`src/scbpa_pkg.sv`:
```
package scbpa_pkg;

  localparam int unsigned ADDR_W = 48;
  localparam int unsigned SIZE_W = 32;
  localparam int unsigned CTR_W  = 32;

  localparam int unsigned NUM_CLASSES = 3;

  localparam int unsigned SMALL_BYTES   = 64;
  localparam int unsigned MEDIUM_BYTES  = 256;
  localparam int unsigned LARGE_BYTES   = 1024;
  localparam int unsigned SMALL_BLOCKS  = 64;
  localparam int unsigned MEDIUM_BLOCKS = 32;
  localparam int unsigned LARGE_BLOCKS  = 16;

  localparam int unsigned MAX_BLOCKS =
    (SMALL_BLOCKS > MEDIUM_BLOCKS)
      ? ((SMALL_BLOCKS > LARGE_BLOCKS) ? SMALL_BLOCKS : LARGE_BLOCKS)
      : ((MEDIUM_BLOCKS > LARGE_BLOCKS) ? MEDIUM_BLOCKS : LARGE_BLOCKS);
  localparam int unsigned IDX_W = $clog2(MAX_BLOCKS);
  localparam int unsigned CNT_W = $clog2(MAX_BLOCKS + 1);

  localparam logic [ADDR_W-1:0] CLASS_BYTES [NUM_CLASSES] = '{
    ADDR_W'(SMALL_BYTES), ADDR_W'(MEDIUM_BYTES), ADDR_W'(LARGE_BYTES)
  };
  localparam int unsigned CLASS_BLOCKS [NUM_CLASSES] = '{
    SMALL_BLOCKS, MEDIUM_BLOCKS, LARGE_BLOCKS
  };

  localparam int unsigned CFG_IDX_W = 2;
  localparam logic [CFG_IDX_W-1:0] CFG_SMALL_BASE  = 2'd0;
  localparam logic [CFG_IDX_W-1:0] CFG_MEDIUM_BASE = 2'd1;
  localparam logic [CFG_IDX_W-1:0] CFG_LARGE_BASE  = 2'd2;

  typedef enum logic {
    ACT_ALLOC = 1'b0,
    ACT_FREE  = 1'b1
  } action_t;

  typedef enum logic [1:0] {
    CLASS_SMALL  = 2'd0,
    CLASS_MEDIUM = 2'd1,
    CLASS_LARGE  = 2'd2,
    CLASS_NONE   = 2'd3
  } size_class_t;

  typedef enum logic [2:0] {
    ST_OK             = 3'd0,
    ST_EXHAUSTED      = 3'd1,
    ST_OVERSIZE_ALLOC = 3'd2,
    ST_BAD_ADDRESS    = 3'd3,
    ST_NOT_IN_USE     = 3'd4,
    ST_OVERSIZE_FREE  = 3'd5
  } status_t;

  typedef struct packed {
    action_t             action;
    logic [SIZE_W-1:0]   request_size;
    logic [ADDR_W-1:0]   free_address;
  } req_word_t;

  typedef struct packed {
    status_t             status;
    logic [ADDR_W-1:0]   block_address;
    size_class_t         size_class;
    logic [CTR_W-1:0]    allocations;
    logic [CTR_W-1:0]    hits;
    logic [CTR_W-1:0]    misses;
  } rsp_word_t;

  typedef struct packed {
    logic              pop;
    logic              push;
    logic [IDX_W-1:0]  idx;
  } pool_cmd_t;

  typedef struct packed {
    logic [CNT_W-1:0]      count;
    logic [IDX_W-1:0]      top;
    logic [MAX_BLOCKS-1:0] in_use;
  } pool_view_t;

endpackage

```
`src/scbpa_pool.sv`:
```
module scbpa_pool import scbpa_pkg::*; (
  input  logic             clk,
  input  logic             rst,
  input  logic [CNT_W-1:0] blocks,
  input  pool_cmd_t        cmd,
  output pool_view_t       view
);

  logic [IDX_W-1:0]      mem [MAX_BLOCKS];
  logic [MAX_BLOCKS-1:0] written;
  logic [MAX_BLOCKS-1:0] in_use;
  logic [CNT_W-1:0]      count;
  logic [IDX_W-1:0]      top_reg;
  logic                  top_from_mem;
  logic [IDX_W-1:0]      rd_data;
  logic [IDX_W-1:0]      rd_addr_q;
  logic                  rd_hit;
  logic [IDX_W-1:0]      top;
  logic [IDX_W-1:0]      rd_addr;
  logic [IDX_W-1:0]      wr_addr;
  logic                  rd_en;
  logic                  wr_en;

  // top of stack lives in a register; entries below it sit in the array
  // an entry never written reads back as its own index
  assign top = top_from_mem ? (rd_hit ? rd_data : rd_addr_q) : top_reg;

  assign rd_addr = IDX_W'(count - CNT_W'(2));
  assign wr_addr = IDX_W'(count - CNT_W'(1));
  assign rd_en   = cmd.pop && (count > CNT_W'(1));
  assign wr_en   = cmd.push && (count != '0);

  always_ff @(posedge clk) begin
    if (rst) begin
      count        <= blocks;
      in_use       <= '0;
      written      <= '0;
      top_reg      <= IDX_W'(blocks - CNT_W'(1));
      top_from_mem <= 1'b0;
    end else if (cmd.pop) begin
      count        <= count - CNT_W'(1);
      in_use[top]  <= 1'b1;
      top_from_mem <= 1'b1;
    end else if (cmd.push) begin
      count           <= count + CNT_W'(1);
      in_use[cmd.idx] <= 1'b0;
      top_reg         <= cmd.idx;
      top_from_mem    <= 1'b0;
      if (wr_en) begin
        written[wr_addr] <= 1'b1;
      end
    end
  end

  always_ff @(posedge clk) begin
    if (wr_en) begin
      mem[wr_addr] <= top;
    end
    if (rd_en) begin
      rd_data   <= mem[rd_addr];
      rd_addr_q <= rd_addr;
      rd_hit    <= written[rd_addr];
    end
  end

  assign view.count  = count;
  assign view.top    = top;
  assign view.in_use = in_use;

endmodule

```
`src/size_class_block_pool_allocator.sv`:
```
// Size-class block pool allocator. Three pools of fixed blocks (small, medium,
// large), each with a free-index stack and an in-use bitmap. An allocate takes
// the smallest class that fits request_size, pops a free index and returns
// base + index * block size; a free turns the address into an index, checks
// range and in-use bit, and pushes the index back. Every request word gives
// exactly one response word carrying status and the running allocation, hit
// and miss counts. One request is taken per clock while the response is not
// stalled: the request sits in an input register, the pool lookup, stack
// update and address math run between it and an output register, in which the
// response lands. Stacks come out of reset full with no clearing pass; the next
// stack top is fetched by a registered read of the stack array during the pop.
// The user must write base registers on the cfg port only while no request is
// in flight; the block itself does not enforce it. cfg_ready is always high.
module size_class_block_pool_allocator import scbpa_pkg::*; (
  input  logic                 clk,
  input  logic                 rst,
  input  logic                 req_valid,
  output logic                 req_stall,
  input  req_word_t            req,
  output logic                 rsp_valid,
  input  logic                 rsp_stall,
  output rsp_word_t            rsp,
  input  logic                 cfg_valid,
  output logic                 cfg_ready,
  input  logic [CFG_IDX_W-1:0] cfg_index,
  input  logic [ADDR_W-1:0]    cfg_data
);

  logic [ADDR_W-1:0] base [NUM_CLASSES];
  logic              req_full;
  req_word_t         req_q;
  logic              fire;
  logic [CTR_W-1:0]  allocations, allocations_next;
  logic [CTR_W-1:0]  hits, hits_next;
  logic [CTR_W-1:0]  misses, misses_next;
  rsp_word_t         rsp_next;
  size_class_t       cls;

  pool_cmd_t         cmd      [NUM_CLASSES];
  pool_view_t        views    [NUM_CLASSES];
  logic [ADDR_W-1:0] span     [NUM_CLASSES];
  logic [ADDR_W-1:0] free_blk [NUM_CLASSES];
  logic [IDX_W-1:0]  free_idx [NUM_CLASSES];
  logic [ADDR_W-1:0] grant    [NUM_CLASSES];
  logic              in_range [NUM_CLASSES];
  logic              busy     [NUM_CLASSES];
  logic              full     [NUM_CLASSES];

  assign fire      = req_full && (!rsp_valid || !rsp_stall);
  assign req_stall = req_full && !fire;
  assign cfg_ready = 1'b1;

  for (genvar c = 0; c < NUM_CLASSES; c++) begin : g_class
    assign span[c]     = req_q.free_address - base[c];
    assign free_blk[c] = span[c] / CLASS_BYTES[c];
    assign in_range[c] = free_blk[c] < ADDR_W'(CLASS_BLOCKS[c]);
    assign free_idx[c] = free_blk[c][IDX_W-1:0];
    assign busy[c]     = views[c].in_use[free_idx[c]];
    assign full[c]     = views[c].count >= CNT_W'(CLASS_BLOCKS[c]);
    assign grant[c]    = base[c] + ADDR_W'(views[c].top) * CLASS_BYTES[c];

    scbpa_pool u_pool (
      .clk    (clk),
      .rst    (rst),
      .blocks (CNT_W'(CLASS_BLOCKS[c])),
      .cmd    (cmd[c]),
      .view   (views[c])
    );
  end

  always_comb begin
    if (req_q.request_size <= SIZE_W'(SMALL_BYTES)) begin
      cls = CLASS_SMALL;
    end else if (req_q.request_size <= SIZE_W'(MEDIUM_BYTES)) begin
      cls = CLASS_MEDIUM;
    end else if (req_q.request_size <= SIZE_W'(LARGE_BYTES)) begin
      cls = CLASS_LARGE;
    end else begin
      cls = CLASS_NONE;
    end
  end

  always_comb begin
    for (int c = 0; c < NUM_CLASSES; c++) begin
      cmd[c] = '0;
    end
    allocations_next       = allocations;
    hits_next              = hits;
    misses_next            = misses;
    rsp_next.status        = ST_OK;
    rsp_next.block_address = '0;
    rsp_next.size_class    = cls;

    if (req_q.action == ACT_ALLOC) begin
      allocations_next = allocations + CTR_W'(1);
      if (cls == CLASS_NONE) begin
        misses_next     = misses + CTR_W'(1);
        rsp_next.status = ST_OVERSIZE_ALLOC;
      end else if (views[cls].count == '0) begin
        misses_next     = misses + CTR_W'(1);
        rsp_next.status = ST_EXHAUSTED;
      end else begin
        hits_next              = hits + CTR_W'(1);
        rsp_next.block_address = grant[cls];
        cmd[cls].pop           = fire;
      end
    end else begin
      if (cls == CLASS_NONE) begin
        rsp_next.status = ST_OVERSIZE_FREE;
      end else if (!in_range[cls]) begin
        rsp_next.status = ST_BAD_ADDRESS;
      end else if (!busy[cls] || full[cls]) begin
        rsp_next.status = ST_NOT_IN_USE;
      end else begin
        cmd[cls].push = fire;
        cmd[cls].idx  = free_idx[cls];
      end
    end

    rsp_next.allocations = allocations_next;
    rsp_next.hits        = hits_next;
    rsp_next.misses      = misses_next;
  end

  always_ff @(posedge clk) begin
    if (rst) begin
      req_full    <= 1'b0;
      rsp_valid   <= 1'b0;
      allocations <= '0;
      hits        <= '0;
      misses      <= '0;
      for (int c = 0; c < NUM_CLASSES; c++) begin
        base[c] <= '0;
      end
    end else begin
      if (!req_stall) begin
        req_full <= req_valid;
      end
      if (fire) begin
        rsp_valid   <= 1'b1;
        allocations <= allocations_next;
        hits        <= hits_next;
        misses      <= misses_next;
      end else if (!rsp_stall) begin
        rsp_valid <= 1'b0;
      end
      if (cfg_valid && cfg_ready) begin
        case (cfg_index)
          CFG_SMALL_BASE:  base[CLASS_SMALL]  <= cfg_data;
          CFG_MEDIUM_BASE: base[CLASS_MEDIUM] <= cfg_data;
          CFG_LARGE_BASE:  base[CLASS_LARGE]  <= cfg_data;
          default: ;
        endcase
      end
    end
  end

  always_ff @(posedge clk) begin
    if (req_valid && !req_stall) begin
      req_q <= req;
    end
    if (fire) begin
      rsp <= rsp_next;
    end
  end

endmodule

```
`config.mk`:
```
export PLATFORM = sky130hd
export DESIGN_NAME = size_class_block_pool_allocator
export DESIGN_NICKNAME = d
export VERILOG_FILES = /design/src/scbpa_pkg.sv /design/src/scbpa_pool.sv /design/src/size_class_block_pool_allocator.sv
export SDC_FILE = /design/constraint.sdc
export NUM_CORES = 2
export LEC_CHECK = 0
export ABC_AREA = 1
export BUFFER_PORTS_ARGS = -buffer_cell sky130_fd_sc_hd__buf_2
export CORE_ASPECT_RATIO = 2
export CORE_MARGIN = 2
export CORE_UTILIZATION = 32
export CTS_CLUSTER_DIAMETER = 120
export DETAILED_ROUTE_END_ITERATION = 10
export PLACE_DENSITY_LB_ADDON = 0.25
export SETUP_SLACK_MARGIN = 0.3
export SYNTH_ARGS = -nofsm -noshare
export SYNTH_HDL_FRONTEND = slang
export SYNTH_SLANG_ARGS = --single-unit
```
`constraint.sdc`:
```
create_clock -name clk -period 18.55 [get_ports clk]
set_input_delay 3.71 -clock clk [delete_from_list [all_inputs] [get_ports clk]]
set_output_delay 3.71 -clock clk [all_outputs]
set_load 0.05 [all_outputs]
```
==> out/results.ini <==
[outcome]
outcome=finished clean

[critical_path]
r2r_start=base[0][62]
worstSetupStartpoint=rsp_stall
critPathBufInv=2
slowest_stage=buf_2
endpoint_kind=output pin
path_class=in2out
reg2reg_slack_ns=11.36
slowest_delay_ns=0.29
crit_chain=buf_2 > nand2_1 > nor2_1 > buf_2
cpLargestDelayFamily=buffers and inverters
cp.required_ns=14.84
start_kind=primary input
path_common_cell=buf_2
cp.arrival_ns=4.28
critPathMaxFanout=3

[global_route]
grt_pass1_wl_mm=536
grt_pass1_vias=82100
grt_overflow=0
gr-usage-all-layers_pct=22.7
grt_antenna_before_repair=16
grt_max_degree=180

[clock_tree]
cts_max_path_buffers=4
cts_setup_buffers=0
clk_pin_slew_ns=0.07
clock_sinks=2089
cts_root_buffer=clkbuf_16
clk_latency_ns=0.91
ctsHoldBuffers=0
tritoncts=done
numCtsBuffers=199
ctsHtreeMaxLevel=4
cts.repair.resized=0

[sta]
slew_violations=0
post-route-min-period_ns=7.99
final.setup_skew_ns=0.0840
tns_ns=0
max_clock_freq_ghz=0.125
slew_headroom_pct=10.7
max_slew.worst_pin.slew_ns=1.33
final.period_utilization_pct=43.1
hold_viol=0
finalSetupViolCount=0
rsz0062_at_grt=no

[pwr]
total_power_mw=10.6
p_leak_nw=43.7
p_switching_mw=2.86
ir_worst_vdd_mv=0.115
internal_power_mw=7.76
power_density_mw_per_mm2=92.5
sw_frac_of_total_pct=26.9
seqPwrFrac_pct=48.4
combPwrFrac_pct=11.7
clock_power_share_pct=39.9

[layout]
drive_gt1_share_pct=6.93
final_common_cell=nor2_1
fin_nets=12000
top_register=g_class.u_pool.mem
layout_common_cells=nor2_1, nand2_1, edfxtp_1
fin_util_pct=36.6
largestRegisters=g_class.u_pool.mem (1152), g_class.u_pool.in_use (192), g_class.u_pool.written (192)
design_area_sq_mm=0.115
largest_register_ffs=1152
syn_to_final_growth_pct=13.9

[synth]
seq_area_frac_synth_pct=57.0
synth-seq-cells=2089
ys_types=63
yosysWarnings=0
synthesis.instances=11200
avgSynthCellArea_sq_um=8.98
async_flop_share_pct=0
synth_ff_type=edfxtp_1
netlist_area_sq_mm=0.101
synth-edff-count=1565

[routing]
drc_errors=0
ant_nets=0
routed_via_density=5.17
num_vias=82700
first_iter_violations=5733
routedWlPerCell_um=23.4
drt_wl_total_mm=374
dr.pass1.iters=8

[hold_path]
min_from=g_class[2].u_pool.written[30]
hold_class=reg2reg

[placed_design]
io_buffers=286
gp_congestion=1.06
place_area_sq_mm=0.108
dpl.hpwl_mm=267

[die]
fp.dieW_um=401
die_h_um=798
die_area_sq_mm=0.320
row_count=291
top_level_ports=288
core-area_sq_mm=0.314
start_util_pct=32.1

[flow_run]
maxCapViolCount=0

metal layers:
metal | GRT usage, % | share of wire (%) | vias up
met5 | 0 | 0.0043 | -
met4 | 19.7 | 10 | 2
li1 | - | - | 39100
met3 | 3.08 | 4.4 | 1206
met2 | 42.6 | 52 | 2637
met1 | 21.4 | 33 | 39800
worst reg2reg max path: stages (launching register included):
cell,delay [ns]
edfxtp_1,0.39
inv_1,0.36
ha_1,0.43
a21oi_1,0.26
o21ai_0,0.18
a21oi_1,0.21
nand3_1,0.53
nand2_1,0.24
nand4_1,0.19
nor3_1,0.52
nand3_1,0.18
nor2_1,0.12
nand4_1,0.61
a21oi_4,0.79
nand3_2,0.42
nor3_2,0.34
nand3_1,0.42
nor2_1,0.62
Yosys cell counts (28+ instances only):
cell | number | share of area [%]
a21oi_1 | 639 | 3.2
a31oi_1 | 87 | 0.54
buf_1 | 28 | 0.10
buf_2 | 32 | 0.16
clkbuf_1 | 406 | 1.5
dfxtp_1 | 524 | 10
edfxtp_1 | 1565 | 47
ha_1 | 178 | 2.2
inv_1 | 1306 | 4.9
nand2_1 | 1572 | 5.8
nand3_1 | 790 | 3.9
nand4_1 | 113 | 0.70
nor2_1 | 1765 | 6.6
nor3_1 | 124 | 0.62
nor4_1 | 62 | 0.38
o211ai_1 | 164 | 1.2
o21ai_0 | 1132 | 5.6
o221ai_1 | 113 | 0.98
o22ai_1 | 204 | 1.3
xnor2_1 | 29 | 0.25
xor2_1 | 153 | 1.3
power by group through the flow:
stage / Combinational [mW] / Clock (mW) / Sequential [mW]
finish: 1.24 / 4.24 / 5.15
global route: 1.33 / 4.48 / 5.15
CTS: 1.22 / 4.34 / 5.14
detailed placement: 1.21 / 0 / 5.25
global placement: 1.21 / 0 / 5.25
floorplan: 0.734 / 0 / 5.26
per-stage QoR:
stage	worst slack (ns)	instances	hold WS (ns)
2_1_floorplan	9.65	11600	0.400
3_3_place_gp	10.56	15600	0.407
3_5_place_dp	10.57	15600	0.409
4_1_cts	10.56	16000	0.420
5_1_grt	10.49	16000	0.432
6_report	10.56	16000	0.417
cells by family (layout without fill, tap and decap cells):
family,Yosys count,after routing,synth area share [%]
and+or+nand+nor,4508,4508,18.6
adders and majority gates,181,181,2.27
xor gates and xnor gates,185,185,1.64
buffers and inverters,1818,2090,6.88
AOI/OAI and AO/OA,2446,2446,13.6
DFF,2089,2089,57.0
other,2,397,0.00744
cell type report:
class | count | area (sq um)
well taps | 4102 | 5130
diodes | 12 | 30.0
multi-input cells | 7705 | 38200
flip-flops and latches | 2089 | 57500
inverters | 1335 | 5040
clock inverters | 102 | 1170
clock buffers | 256 | 5400
repair buffers | 397 | 2320
fillers | 32600 | 199000
path summary, 6_finish.rpt:
check | endpoint | cells past startpoint
worst min-delay path | g_class[2].u_pool.written[30] | 2
worst min register to register | g_class[2].u_pool.written[30] | 2
worst max-delay path | req_stall | 4
worst max register to register | g_class[2].u_pool.mem[40][5] | 17
Power figures use the tool's default switching activity.
